## config.mk

```make
export PLATFORM = sky130hd
export DESIGN_NAME = klt_cell
export DESIGN_NICKNAME = d
export VERILOG_FILES = /design/src/klt_pkg.sv /design/src/klt_cell.sv
export SDC_FILE = /design/constraint.sdc
export NUM_CORES = 1
export LEC_CHECK = 0
export BUFFER_PORTS_ARGS = -buffer_cell sky130_fd_sc_hd__buf_2
export CAP_MARGIN = 20
export CORE_AREA = 2 2 89 91
export CTS_CLUSTER_DIAMETER = 200
export DETAILED_ROUTE_END_ITERATION = 8
export DIE_AREA = 0 0 91 93
export PLACE_DENSITY = 0.85
export RECOVER_POWER = 100
export SYNTH_ARGS = -nofsm -noshare
export SYNTH_HDL_FRONTEND = slang
export SYNTH_SLANG_ARGS = --single-unit
export TNS_END_PERCENT = 1
```

## constraint.sdc

```tcl
create_clock -name clk -period 6.9 [get_ports clk]
set_clock_uncertainty 0.15 [all_clocks]
set_input_delay 1.38 -clock clk [delete_from_list [all_inputs] [get_ports clk]]
set_output_delay 1.38 -clock clk [all_outputs]
set_load 0.02 [all_outputs]
```

## src/klt_pkg.sv

```systemverilog
// Shared types and constants of the keyed list table unit.
// Used by klt_cell, the top level and the checker; no dependencies.
package klt_pkg;

  localparam int CAPACITY_DEF = 32;
  localparam int KEY_BITS_DEF = 64;

  localparam int ACTION_W = 2;
  localparam int KEY_W    = 64;
  localparam int STATUS_W = 3;
  localparam int POS_W    = 6;
  localparam int IN_W     = 72;   // action + key, padded to bytes
  localparam int OUT_W    = 16;   // status + position, padded to bytes

  localparam logic [ACTION_W-1:0] ACT_INSERT = 2'd0;
  localparam logic [ACTION_W-1:0] ACT_REMOVE = 2'd1;
  localparam logic [ACTION_W-1:0] ACT_SEARCH = 2'd2;

  localparam logic [STATUS_W-1:0] STAT_ADDED     = 3'd0;
  localparam logic [STATUS_W-1:0] STAT_FULL      = 3'd1;
  localparam logic [STATUS_W-1:0] STAT_REMOVED   = 3'd2;
  localparam logic [STATUS_W-1:0] STAT_NOT_FOUND = 3'd3;
  localparam logic [STATUS_W-1:0] STAT_MATCH     = 3'd4;

  typedef enum logic [2:0] {
    ST_IDLE = 3'b001,
    ST_INS  = 3'b010,
    ST_SCAN = 3'b100
  } state_t;

  // per-cell controls
  typedef struct packed {
    logic load;     // take the broadcast key
    logic shift;    // take the upper neighbor's key
    logic capture;  // latch the compare result
    logic advance;  // take the upper neighbor's match flag
  } cell_ctl_t;

endpackage

```

## src/klt_cell.sv

```systemverilog
// One table cell: a stored key plus a match flag, both shiftable from the
// upper neighbor. Depends on klt_pkg.
module klt_cell #(
  parameter int KEY_BITS = klt_pkg::KEY_BITS_DEF
) (
  input  logic                 clk,
  input  logic                 rst,
  input  klt_pkg::cell_ctl_t   ctl,
  input  logic                 valid,
  input  logic [KEY_BITS-1:0]  cmp_key,
  input  logic [KEY_BITS-1:0]  nbr_key,
  input  logic                 nbr_flag,
  output logic [KEY_BITS-1:0]  key,
  output logic                 flag
);

  always_ff @(posedge clk) begin
    if (ctl.load) begin
      key <= cmp_key;
    end else if (ctl.shift) begin
      key <= nbr_key;
    end
  end

  always_ff @(posedge clk) begin
    if (rst) begin
      flag <= 1'b0;
    end else if (ctl.capture) begin
      flag <= valid && (key == cmp_key);
    end else if (ctl.advance) begin
      flag <= nbr_flag;
    end
  end

endmodule

```

==> out/qor.yml <==
overflow: 0
synth_edf_count: 64
p_per_area_nw_per_um2: 234
synthFlopType: "edfxtp_1"
dp_hpwl_um: 7050
die_w_um: 91
cp_num_buf_inv: 3
postCtsHoldBufs: 0
syn_avg_cell_area_um2: 14.3
track_usage_pct: 21.6
clkTransAtPathRegs_ns: 0.08
hold_path.class: "reg -> reg"
max_freq_ghz: 0.218
crit_arrival_ns: 4.43
cts_tree: "done"
wl_per_cell_um: 16.0
syn_nets: 383
nNetsFinal: 589
postCtsResizedCells: 0
place_ws_ns: 2.94
start_kind: "input port"
numCtsBuffers: 9
worst_slack_ns: 2.31
violations: "capacitance limit, slew limit"
ioPinCount: 201
status: "complete, but fails checks"
antenna_found_initial: 1
cp_top_family: "simple AND/OR/NAND/NOR gates"
area_growth_pct: 35.5
syn-instance-count: 247
globalplace.congestion: 0.722
path_class: "in -> reg"
synth_area_um2: 3520
drive_gt1_share_pct: 43.4
yosysUniqueCellTypes: 34
insertion_delay_ns: 0.35
viasPerCell: 5.01
timing.final.crit_share_pct: 66.5
dp.cells: 544
drt_wl_total_um: 9000
critical_path.max_stage_delay_ns: 1.69
setup_viol: 0
coreArea_um2: 7530
root_buffer: "clkbuf_8"
critPathSlowestCell: "or2_0"
rsz0062_at_grt: "no"
post_cts_buffers: 0
fin_crit_ns: 4.59
synth_top_area_cell: "edfxtp_1"
drt_iter0_markers: 100
leakagePower_uw: 0.00192
postLayoutCellArea_um2: 4770
stdcell_count: 561
rows: 32
cp_max_fo: 65
first_pass_iters: 4
ctsLongestPathBuffers: 2
tightest_slew_ns: 2.21
clock_sinks: 65
finalSetupTns_ns: 0
synth.area.top_cells: "edfxtp_1 (55%), mux2_2 (13%), xnor2_1 (8.2%), mux2_1 (7.0%), xor2_1 (3.0%)"
finalHoldViolations: 0
cp_data_required_time_ns: 6.75
drv_cap: 1
grt_max_degree: 66
synth_warnings: 0
place_area_um2: 4630
synth_top_area_share_pct: 54.5
drc: 0
synth.ff_latch_count: 65
worst_path_most_repeated_cell: "buf_4"
route.vias.total: 2810
yosysSeqAreaShare_pct: 55.1
ant_nets: 0
crit_path_end_kind: "register"
relSlewSlack_pct: -47.1
grt_pass1_vias: 2870
grt_pass1_wl_um: 14100
start_util_pct: 46.8
synthArstFlopShare_pct: 0
peakVddDrop_mv: 0.177
htreeDepth: 3
die-area_um2: 8460
io_buffers: 200
crit_path_cell_trace: "buf_2 -> buf_4 -> or2_0 -> buf_4"
finalMaxSlewViolations: 34
dieHeight_um: 93
logic make-up after synthesis:
| logic type | count (synthesis) | share of synthesized area (%) |
|---|---|---|
| mux | 65 | 20.7 |
| flops | 65 | 55.1 |
| xor+xnor | 45 | 11.2 |
| simple gates | 30 | 5.58 |
| buf+inv | 24 | 2.73 |
| compound gates | 18 | 4.65 |
cell usage after synthesis (all sizes together) (3+ instances only):
library cell   n
edfxtp        64
mux2          64
xnor2         33
inv           16
xor2          12
nand4          8
nand2b         6
nor4           6
buf            5
a22o           3
o221ai         3
o2bb2ai        3
worst register-to-register path, delay by kind of cell (launching register included):
family / cells / cell delay (ns)
DFF: 1 / 0.42
AOI/OAI and AO/OA: 1 / 0.18
xor gates and xnor gates: 1 / 0.19
and+or+nand+nor: 3 / 0.79
flip-flops by register name, indices dropped and copies added, names as in the netlist:
name,cells
key,64
flag,1
path summary, 6_finish.rpt:
path            from      end  slack [ns]  cells after the start
max reg2reg  key[22]     flag        5.09                      5
max           ctl[3]  key[47]        2.31                      4
min reg2reg  key[19]     flag        0.55                      3
min          key[19]     flag        0.55                      3
report_power, final:
group	total, uW	switching, uW	internal [uW]
logic	242	138	104
clock network	358	155	203
registers	516	29.8	486
cell type report:
type,instances,area [um^2]
clock buffers,9,124
inverters,17,63.8
flip-flops and latches,65,1940
clock inverters,7,95.1
diodes,1,2.50
well taps,102,128
multi-input cells,158,1490
repair buffers,202,933
fillers,651,2750
layout by cell type (no fill, tap or decap), types with 2 or more instances in the layout:
| master | n |
|---|---|
| buf_2 | 134 |
| clkbuf_1 | 66 |
| edfxtp_1 | 64 |
| mux2_2 | 42 |
| xnor2_1 | 33 |
| mux2_1 | 22 |
| inv_1 | 15 |
| xor2_1 | 12 |
| clkbuf_8 | 9 |
| nand4_1 | 8 |
| nand2b_1 | 6 |
| nor4_1 | 5 |
| o221ai_1 | 3 |
| o2bb2ai_1 | 3 |
| a22o_1 | 3 |
| o2111ai_1 | 2 |
| o22ai_1 | 2 |
| nand3_1 | 2 |
| a221o_1 | 2 |
| clkinv_2 | 2 |
| clkinv_4 | 2 |
| bufinv_16 | 2 |
| buf_4 | 2 |
layer usage:
layer,track usage [%],up-vias,share of wire (%)
met1,25.0,1305,39
met3,5.72,13,8.1
met2,38.8,141,51
met5,0,-,0
li1,-,1351,-
met4,7.20,0,1.7
per-stage QoR:
stage,hold WS [ns],power (uW),util [%]
finish,0.545,1120,63.4
floorplan,0.540,668,-
global placement,0.519,770,61.6
CTS,0.544,1130,64.5
detailed placement,0.526,778,61.6
global route,0.574,1160,63.4
(Power assumes the default switching activity.)
